### src/sv/fast_inverse_square_root_unit_macros.svh
// ---------------------------------------------------------------------------
// Assertion macros
// Concurrent assertion wrappers, removed in synthesis builds.
// ---------------------------------------------------------------------------
`ifndef FAST_INVERSE_SQUARE_ROOT_UNIT_MACROS_SVH
`define FAST_INVERSE_SQUARE_ROOT_UNIT_MACROS_SVH
`ifndef SYNTHESIS
`define FISR_ASSERT(lbl, prop, msg) \
    lbl: assert property (@(posedge clk) disable iff (!rst_n) prop) else $error(msg);
`define FISR_ASSERT_NEVER(lbl, expr, msg) \
    lbl: assert property (@(posedge clk) disable iff (!rst_n) !(expr)) else $error(msg);
`else
`define FISR_ASSERT(lbl, prop, msg)
`define FISR_ASSERT_NEVER(lbl, expr, msg)
`endif
`endif

### src/sv/fisr_pkg.sv
// ---------------------------------------------------------------------------
// fisr_pkg
// Constants and shared float helpers for the reciprocal square root unit.
// ---------------------------------------------------------------------------
package fisr_pkg;

    localparam int unsigned FISR_STAGES = 10;
    localparam int unsigned FISR_GUESS_DEPTH = 8;

    localparam logic [31:0] FISR_MAGIC        = 32'h5F3759DF;
    localparam logic [31:0] FISR_HALF         = 32'h3F000000;
    localparam logic [31:0] FISR_THREE_HALVES = 32'h3FC00000;
    localparam logic [31:0] FISR_QNAN         = 32'hFFC00000;
    localparam logic [31:0] FISR_QBIT         = 32'h00400000;
    localparam logic [7:0]  FISR_EXP_MAX      = 8'hFF;

    function automatic logic [5:0] fisr_lzc48(input logic [47:0] v);
        logic [5:0] n;
        logic       found;
        n = 6'd48;
        found = 1'b0;
        for (int i = 47; i >= 0; i--)
        begin
            if (!found && v[i])
            begin
                n = 6'(47 - i);
                found = 1'b1;
            end
        end
        return n;
    endfunction

    // pn is normalized (bit 47 set); e is the biased exponent of that value
    function automatic logic [31:0] fisr_round_pack(input logic sgn,
                                                    input logic signed [10:0] e,
                                                    input logic [47:0] pn);
        logic [95:0]        sh;
        logic [5:0]         amt;
        logic [47:0]        m;
        logic               sticky;
        logic [7:0]         ef;
        logic [30:0]        body;
        logic               rnd;
        logic signed [10:0] d;
        d = 11'sd1 - e;
        if (e >= 11'sd255)
        begin
            return {sgn, FISR_EXP_MAX, 23'b0};
        end
        if (e < 11'sd1)
        begin
            amt = (d > 11'sd63) ? 6'd63 : d[5:0];
            sh = {pn, 48'b0} >> amt;
            m = sh[95:48];
            sticky = |sh[47:0];
            ef = 8'd0;
        end
        else
        begin
            m = pn;
            sticky = 1'b0;
            ef = e[7:0];
        end
        sticky = sticky | (|m[22:0]);
        body = {ef, m[46:24]};
        rnd = m[23] & (sticky | m[24]);
        return {sgn, body + {30'b0, rnd}};
    endfunction

endpackage

### src/sv/fisr_fmul.sv
// ---------------------------------------------------------------------------
// fisr_fmul
// Two-stage single-precision multiplier, round to nearest even.
// ---------------------------------------------------------------------------
module fisr_fmul
    import fisr_pkg::*;
(
    input  logic        clk,
    input  logic        en,
    input  logic [31:0] a,
    input  logic [31:0] b,
    output logic [31:0] y
);

    logic [47:0] p_reg, p_next;
    logic [8:0]  es_reg, es_next;
    logic        sgn_reg, sgn_next;
    logic        spec_reg, spec_next;
    logic [31:0] sval_reg, sval_next;
    logic [31:0] y_reg, y_next;

    logic [7:0]  ea, eb;
    logic [23:0] ma, mb;
    logic        nan_a, nan_b, inf_a, inf_b, zero_a, zero_b;

    always_comb
    begin
        ea = a[30:23];
        eb = b[30:23];
        ma = {|ea, a[22:0]};
        mb = {|eb, b[22:0]};
        nan_a = (ea == FISR_EXP_MAX) && (a[22:0] != 23'd0);
        nan_b = (eb == FISR_EXP_MAX) && (b[22:0] != 23'd0);
        inf_a = (ea == FISR_EXP_MAX) && (a[22:0] == 23'd0);
        inf_b = (eb == FISR_EXP_MAX) && (b[22:0] == 23'd0);
        zero_a = (a[30:0] == 31'd0);
        zero_b = (b[30:0] == 31'd0);
        sgn_next = a[31] ^ b[31];
        p_next = ma * mb;
        es_next = {1'b0, (ea == 8'd0) ? 8'd1 : ea} + {1'b0, (eb == 8'd0) ? 8'd1 : eb};
        spec_next = 1'b1;
        if (nan_a)
        begin
            sval_next = a | FISR_QBIT;
        end
        else if (nan_b)
        begin
            sval_next = b | FISR_QBIT;
        end
        else if ((inf_a && zero_b) || (zero_a && inf_b))
        begin
            sval_next = FISR_QNAN;
        end
        else if (inf_a || inf_b)
        begin
            sval_next = {sgn_next, FISR_EXP_MAX, 23'b0};
        end
        else
        begin
            spec_next = 1'b0;
            sval_next = 32'd0;
        end
    end

    always_ff @(posedge clk)
    begin
        if (en)
        begin
            p_reg <= p_next;
            es_reg <= es_next;
            sgn_reg <= sgn_next;
            spec_reg <= spec_next;
            sval_reg <= sval_next;
        end
    end

    logic [5:0]         lz;
    logic [47:0]        pn;
    logic signed [10:0] e;

    always_comb
    begin
        lz = fisr_lzc48(p_reg);
        pn = p_reg << lz;
        e = $signed({2'b0, es_reg}) - 11'sd126 - $signed({5'b0, lz});
        if (spec_reg)
        begin
            y_next = sval_reg;
        end
        else if (p_reg == 48'd0)
        begin
            y_next = {sgn_reg, 31'b0};
        end
        else
        begin
            y_next = fisr_round_pack(sgn_reg, e, pn);
        end
    end

    always_ff @(posedge clk)
    begin
        if (en)
        begin
            y_reg <= y_next;
        end
    end

    assign y = y_reg;

endmodule

### config.mk
export PLATFORM = sky130hd
export DESIGN_NAME = fisr_fmul
export DESIGN_NICKNAME = d
export VERILOG_FILES = /design/src/sv/fast_inverse_square_root_unit_macros.svh /design/src/sv/fisr_pkg.sv /design/src/sv/fisr_fmul.sv
export SDC_FILE = /design/constraint.sdc
export NUM_CORES = 2
export LEC_CHECK = 0
export BUFFER_PORTS_ARGS = -buffer_cell sky130_fd_sc_hd__buf_4
export CORE_ASPECT_RATIO = 2
export CORE_MARGIN = 3
export CORE_UTILIZATION = 33
export CTS_CLUSTER_DIAMETER = 120
export CTS_CLUSTER_SIZE = 8
export DETAILED_ROUTE_END_ITERATION = 10
export PLACE_DENSITY_LB_ADDON = 0.2
export REMOVE_ABC_BUFFERS = 1
export SYNTH_ARGS = -nofsm -noshare
export SYNTH_HDL_FRONTEND = slang
export SYNTH_SLANG_ARGS = --single-unit
export TNS_END_PERCENT = 10
### constraint.sdc
create_clock -name clk -period 13 [get_ports clk]
set_input_delay 0.65 -clock clk [delete_from_list [all_inputs] [get_ports clk]]
set_output_delay 0.65 -clock clk [all_outputs]
set_load 0.05 [all_outputs]
# Word-level counts from Yosys, hierarchy flattened
# Cells that the tools add are included.
[classes]
add_sub_neg = 5
n_mul = 1
div_mod_pow = 0
order_cmp = 3
n_eq_ne = 2
shifts = 2
mux = 122
n_bitwise = 4
n_reduce_logical = 116
[op_table]
columns = ["op", "n"]
rows = [
  ["two-way mux 6 bit", 49],
  ["two-way mux 32 bit", 8],
  ["two-way mux 47 bit", 4],
  ["right shift 96 x 6 -> 95 bit", 1],
  ["zero test 31 bit", 2],
  ["two-way mux 1 bit", 55],
  ["logical AND 1 bit", 53],
  ["zero test 48 bit", 1],
  ["multiplier 24 x 24 -> 48 bit", 1],
  ["two-way mux 8 bit", 6],
  ["OR reduction 48 bit", 1],
  ["left shift 48 x 6 -> 48 bit", 1],
  ["zero test 1 bit", 47],
  ["zero test 23 bit", 2],
  ["nonzero test 23 bit", 2],
  ["adder 31 x 1 -> 31 bit", 1],
  ["OR reduction 23 bit", 1],
  ["equality test 8 bit, second input constant", 2],
  ["zero test 8 bit", 2],
  ["OR reduction 8 bit", 2],
  [">= comparator 11 x 9 -> 1 bit, second input constant", 1],
  ["> comparator 11 x 7 -> 1 bit, second input constant", 1],
  ["less-than comparator 11 x 2 -> 1 bit, second input constant", 1],
  ["subtractor 10 x 7 -> 11 bit", 1],
  ["8 further kinds", 10],
]
[totals]
regBits = 123
latch_bits = 0
ram_bits = 0
rom_bits = 0
output_inout_bits = 32
wordCells = 262
mem_count = 0

# Depth between registers and ports, before layout
[depth]
word_depth = 159
depth_mapped = 40

# Worst setup path after synthesis
# Ideal clock, no wire load.
[synth_timing]
kind = "flip-flop to flip-flop"
from = "register p_reg[36]"
to = "register y_reg[30] (netlist: y[30]), data pin"
arrival_ns = 8.669
setup_slack_ns = 4.070
path_stages_with_launch = 40
path_buffers = 10
path_cell_list = "edfxtp_1 > or4_4 > or4_1 > buf_4 > nor4_2 > or2_1 > buf_2 > nor3_2 > clkinv_4 > buf_6 > buf_6 > buf_4 > buf_2 > ha_1 > inv_1 > fa_1 > xor2_1 > inv_1 > [4 not listed] > or3_1 > clkbuf_1 > and2_1 > buf_2 > buf_2 > clkbuf_1 > nand2_1 > a211oi_1 > a221oi_1 > o311ai_1 > o21ai_0 > nor2b_1 > ha_1 > inv_1 > nor4_4 > nand4_1 > xnor2_1 > a221o_1"
[synth_between]
elab_chain_cells = 127
elab_cells_between_ends = 179
[synth_lines]
columns = ["element", "line", "text"]
rows = [
  ["from (decl)", "fisr_fmul.sv:15", "logic [47:0] p_reg, p_next;"],
  ["from (signal assigned)", "fisr_fmul.sv:69", "p_reg <= p_next;"],
  ["logical AND 1 bit", "fisr_pkg.sv:24", "if (!found && v[i])"],
  ["two-way mux 1 bit", "fisr_pkg.sv:24", ""],
  ["zero test 1 bit", "fisr_pkg.sv:24", ""],
  ["logical AND 1 bit", "fisr_pkg.sv:24", ""],
  ["two-way mux 1 bit", "fisr_pkg.sv:24", ""],
  ["zero test 1 bit", "fisr_pkg.sv:24", ""],
  ["logical AND 1 bit", "fisr_pkg.sv:24", ""],
  ["two-way mux 1 bit", "fisr_pkg.sv:24", ""],
  ["[112 not listed]", "--", ""],
  ["OR 1 bit", "fisr_pkg.sv:64", "sticky = sticky | (|m[22:0]);"],
  ["OR 1 bit", "fisr_pkg.sv:66", "rnd = m[23] & (sticky | m[24]);"],
  ["bitwise AND 1 bit", "fisr_pkg.sv:66", ""],
  ["adder 31 x 1 -> 31 bit", "fisr_pkg.sv:67", "return {sgn, body + {30'b0, rnd}};"],
  ["two-way mux 32 bit", "fisr_pkg.sv:50", "if (e < 11'sd1)"],
  ["two-way mux 32 bit (*)", "fisr_fmul.sv:90", "else if (p_reg == 48'd0)"],
  ["two-way mux 32 bit (*)", "fisr_fmul.sv:86", "if (spec_reg)"],
  ["via y_next[30]", "fisr_fmul.sv:20", "logic [31:0] y_reg, y_next;"],
  ["to (signal assigned)", "fisr_fmul.sv:104", "y_reg <= y_next;"],
  ["to (decl)", "fisr_fmul.sv:20", ""],
]
# The timed path passes the listed nets; every way through them passes the cells marked *. The select of a mux whose other input is x is not followed.
# A chain may end at the register's enable or synchronous reset.

# Final worst setup path
[layout_timing]
from = "register p_reg[47]"
to = "register y_reg[30] (netlist: y[30]), data pin"
[layout_between]
elab_chain_cells = 159
elab_cells_between_ends = 222
[layout_lines]
columns = ["element", "line"]
rows = [
  ["two-way mux 1 bit", "fisr_pkg.sv:24"],
  ["zero test 1 bit", "fisr_pkg.sv:24"],
  ["logical AND 1 bit", "fisr_pkg.sv:24"],
  ["two-way mux 1 bit", "fisr_pkg.sv:24"],
  ["zero test 1 bit", "fisr_pkg.sv:24"],
  ["logical AND 1 bit", "fisr_pkg.sv:24"],
  ["two-way mux 1 bit", "fisr_pkg.sv:24"],
  ["zero test 1 bit", "fisr_pkg.sv:24"],
  ["[144 not listed]", "--"],
  ["OR 1 bit", "fisr_pkg.sv:64"],
  ["OR 1 bit", "fisr_pkg.sv:66"],
  ["bitwise AND 1 bit", "fisr_pkg.sv:66"],
  ["adder 31 x 1 -> 31 bit", "fisr_pkg.sv:67"],
  ["two-way mux 32 bit", "fisr_pkg.sv:50"],
  ["two-way mux 32 bit (*)", "fisr_fmul.sv:90"],
  ["two-way mux 32 bit (*)", "fisr_fmul.sv:86"],
  ["via y_next[30]", "fisr_fmul.sv:20"],
]
# Marks and branches as above.

==> reports/metrics.csv <==
stage;metric;value;unit
clock_network;cts-root-buf;clkbuf_16;
setup_path;r2r_slack;1300;ps
timing;slew_headroom;-0.02279;
die;io_pins;98;
die;die_x;229.4;µm
timing;tns;0;ps
setup_path;cp_slowest_stage_delay;1050;ps
clock_network;clkLatencyLatePin;480;ps
timing;min_period_over_period;0.8997;
timing;setup_violations;0;
clock_network;tritoncts;built;
drt;drtAntennaViolNets;0;
setup_path;r2r_start;p_reg[47]$_DFFE_PP_;
setup_path;crit_end;y[30]$_DFFE_PP_;
clock_network;post_cts_buffers;0;
setup_path;crit_slowest_cell;nor4_1;
place;dp_hpwl;127600;µm
setup_path;cp-end-kind;register;
global_route;grt_pass1_wl;233500;µm
layout;fin_cells;5206;
global_route;grt_max_degree;65;
setup_path;worstReg2RegEnd;y[30]$_DFFE_PP_;
clock_network;cts.htree.levels;4;
clock_network;cts.sinks;123;
yosys;synth_seq_cells;123;
yosys;synth_edf_count;123;
die;dieArea;0.1039;mm²
layout;area_growth;7.777;%
yosys;synthArstFlopShare;0;
drt;via_per_inst;5.950;
yosys;yosysWarningCount;0;
clock_network;cts_buffer_depth;2;
setup_path;required;13230;ps
yosys;ys.flop_type;edfxtp_1;
flow_run;maxCapViolCount;1;
timing;post-route-min-period;11700;ps
setup_path;crit_start;p_reg[47]$_DFFE_PP_;
yosys;synth_cells;3931;
layout;final_util;0.3590;
global_route;overflow;0;
yosys;avgSynthCellArea;8.382;µm²
worst_hold_path;worstHoldPathType;primary input to register;
setup_path;arrival;11920;ps
die;start_util;0.3331;
place;dp.cells;5168;
clock_network;cts_buffers;17;
setup_path;path_max_fanout;38;
layout;finalNetCount;4614;
layout;largest_reg_flops;48;
timing;max_freq;85.50;MHz
timing;hold_violations;0;
global_route;grt.total_usage;0.3141;
clock_network;ctsHoldBuffers;0;
drt;drtIter0Drc;2229;
die;die_y;452.9;µm
place;place_congestion;1.047;
setup_path;r2r_cells;29;
clock_network;cts_resized;0;
layout;drive_gt1_frac;0.08548;
timing;finalClockSkew;15.96;ps
timing;whs;516.2;ps
die;rows;163;
timing;tightest_slew;1534;ps
clock_network;cts.clk_slew.worst_paths;60;ps
global_route;antenna_found_initial;6;
drt;wl_per_cell;31.27;µm
timing;slew_violations;3;
drt;via_count;30974;
timing;rsz0062_at_grt;false;
drt;drc;0;
setup_path;cp-start-kind;register;
setup_path;path_class;register to register;
outcome;status;finished, violations left;
drt;dr.pass1.iters;6;
place;portBuffers;97;
yosys;seq_area_frac_synth;0.1121;
yosys;syn_area;0.03295;mm²
yosys;synth.distinct_cells;114;
drt;drt_wl_total;162800;µm
die;placeableCoreArea;0.09891;mm²
global_route;grt_pass1_vias;32934;
outcome;failed_checks;capacitance limit, slew limit;
[stage by stage]
step                area, µm²  worst slack, ps
finish                  35510             1304
global route            35510            598.7
CTS                     35440             1902
detailed placement      34870             1888
global placement        34870             1944
floorplan               31830           -416.8
[cell type report]
| cell class | count | area, µm² |
|---|---|---|
| diodes | 2 | 5.005 |
| clock inverters | 15 | 150.1 |
| flip-flops and latches | 123 | 3694 |
| inverters | 533 | 2008 |
| multi-input cells | 3019 | 26240 |
| fillers | 10438 | 63400 |
| clock buffers | 17 | 425.4 |
| repair buffers | 177 | 1335 |
| well taps | 1320 | 1652 |
[cell usage after synthesis (all sizes together) (12+ instances only)]
cell | count | area, µm²
o221ai | 14 | 141.4
inv | 531 | 1996
nor2b | 19 | 118.9
a21o | 22 | 165.2
edfxtp | 123 | 3694
a32oi | 16 | 155.2
a221oi | 16 | 165.2
a21oi | 152 | 779.5
o211ai | 42 | 325.3
a31oi | 26 | 162.7
o21bai | 12 | 90.09
nor2 | 173 | 661.9
nand2b | 13 | 81.33
o21ai | 126 | 634.4
nor3 | 97 | 506.7
a22o | 29 | 254.0
fa | 484 | 9689
and2 | 239 | 1495
mux2i | 36 | 360.4
a211oi | 54 | 432.9
nor4 | 51 | 410.4
and3 | 38 | 237.7
o31ai | 26 | 214.0
nand4 | 39 | 256.5
ha | 193 | 2415
or2 | 27 | 168.9
buf | 55 | 360.4
nand3 | 137 | 708.2
clkbuf | 201 | 754.5
or4 | 19 | 146.4
o22ai | 36 | 225.2
xnor2 | 61 | 534.3
or3 | 26 | 162.7
o21a | 19 | 142.6
nand2 | 543 | 2053
xor2 | 22 | 192.7
mux2 | 16 | 180.2
a22oi | 25 | 192.7
[critical path: cells and delay by family, from the launching register on]
kind / cells / cell delay, ps
compound gates: 11 / 4660
mux: 1 / 160
simple gates: 10 / 4280
fa+ha+maj: 2 / 720
xor+xnor: 1 / 170
buf+inv: 4 / 980
flops: 1 / 410
[cell usage in the layout (no fill, tap or decap), types with 16 or more instances in the layout]
| cell | count |
|---|---|
| a211oi_1 | 47 |
| a21o_1 | 22 |
| a21oi_1 | 148 |
| a22o_1 | 29 |
| a22oi_1 | 24 |
| a31oi_1 | 26 |
| and2_1 | 239 |
| and3_1 | 38 |
| buf_4 | 176 |
| clkbuf_16 | 17 |
| edfxtp_1 | 123 |
| fa_1 | 484 |
| ha_1 | 193 |
| inv_1 | 526 |
| mux2_2 | 16 |
| mux2i_1 | 36 |
| nand2_1 | 539 |
| nand3_1 | 134 |
| nand4_1 | 37 |
| nor2_1 | 170 |
| nor2b_1 | 19 |
| nor3_1 | 91 |
| nor4_1 | 41 |
| o211ai_1 | 40 |
| o21a_1 | 19 |
| o21ai_0 | 100 |
| o21ai_1 | 25 |
| o22ai_1 | 36 |
| o31ai_1 | 20 |
| or2_2 | 24 |
| or3_1 | 26 |
| or4_1 | 18 |
| xnor2_1 | 61 |
| xor2_1 | 22 |
[layer usage]
metal,wire length (µm),GRT usage,up-vias,part of all wire
met1,48890,0.2802,15655,0.30
met4,19290,0.2928,4,0.12
li1,-,-,13241,-
met3,8490,0.06039,720,0.052
met5,21,0,-,0.00013
met2,86090,0.5859,1354,0.53
[cells by family (layout without fill, tap and decap cells)]
family                     count (synthesis)  after routing  synth area share
AOI/OAI and AO/OA                        759            759            0.1663
xor gates and xnor gates                  83             83           0.02206
adders and majority gates                677            677            0.3674
buffers and inverters                    789            742           0.09479
DFF                                      123            123            0.1121
muxes                                     55             55           0.01846
other                                      0              2                 0
and+or+nand+nor                         1445           1445            0.2189
[worst min-delay path by stage]
stage / start / endpoint / slack (ps) / depth (start not counted)
CTS: b[31] / sgn_reg$_DFFE_PP_ / 470 / 2
global placement: sgn_reg$_DFFE_PP_ / y[31]$_DFFE_PP_ / 540 / 1
detailed placement: sgn_reg$_DFFE_PP_ / y[31]$_DFFE_PP_ / 550 / 1
floorplan: sval_reg[20]$_DFFE_PP_ / y[20]$_DFFE_PP_ / 500 / 2
global route: b[31] / sgn_reg$_DFFE_PP_ / 490 / 2
finish: b[31] / sgn_reg$_DFFE_PP_ / 520 / 2
Power is not shown: default switching activity piles up to over one toggle a cycle in this logic, so the estimate is an artifact.
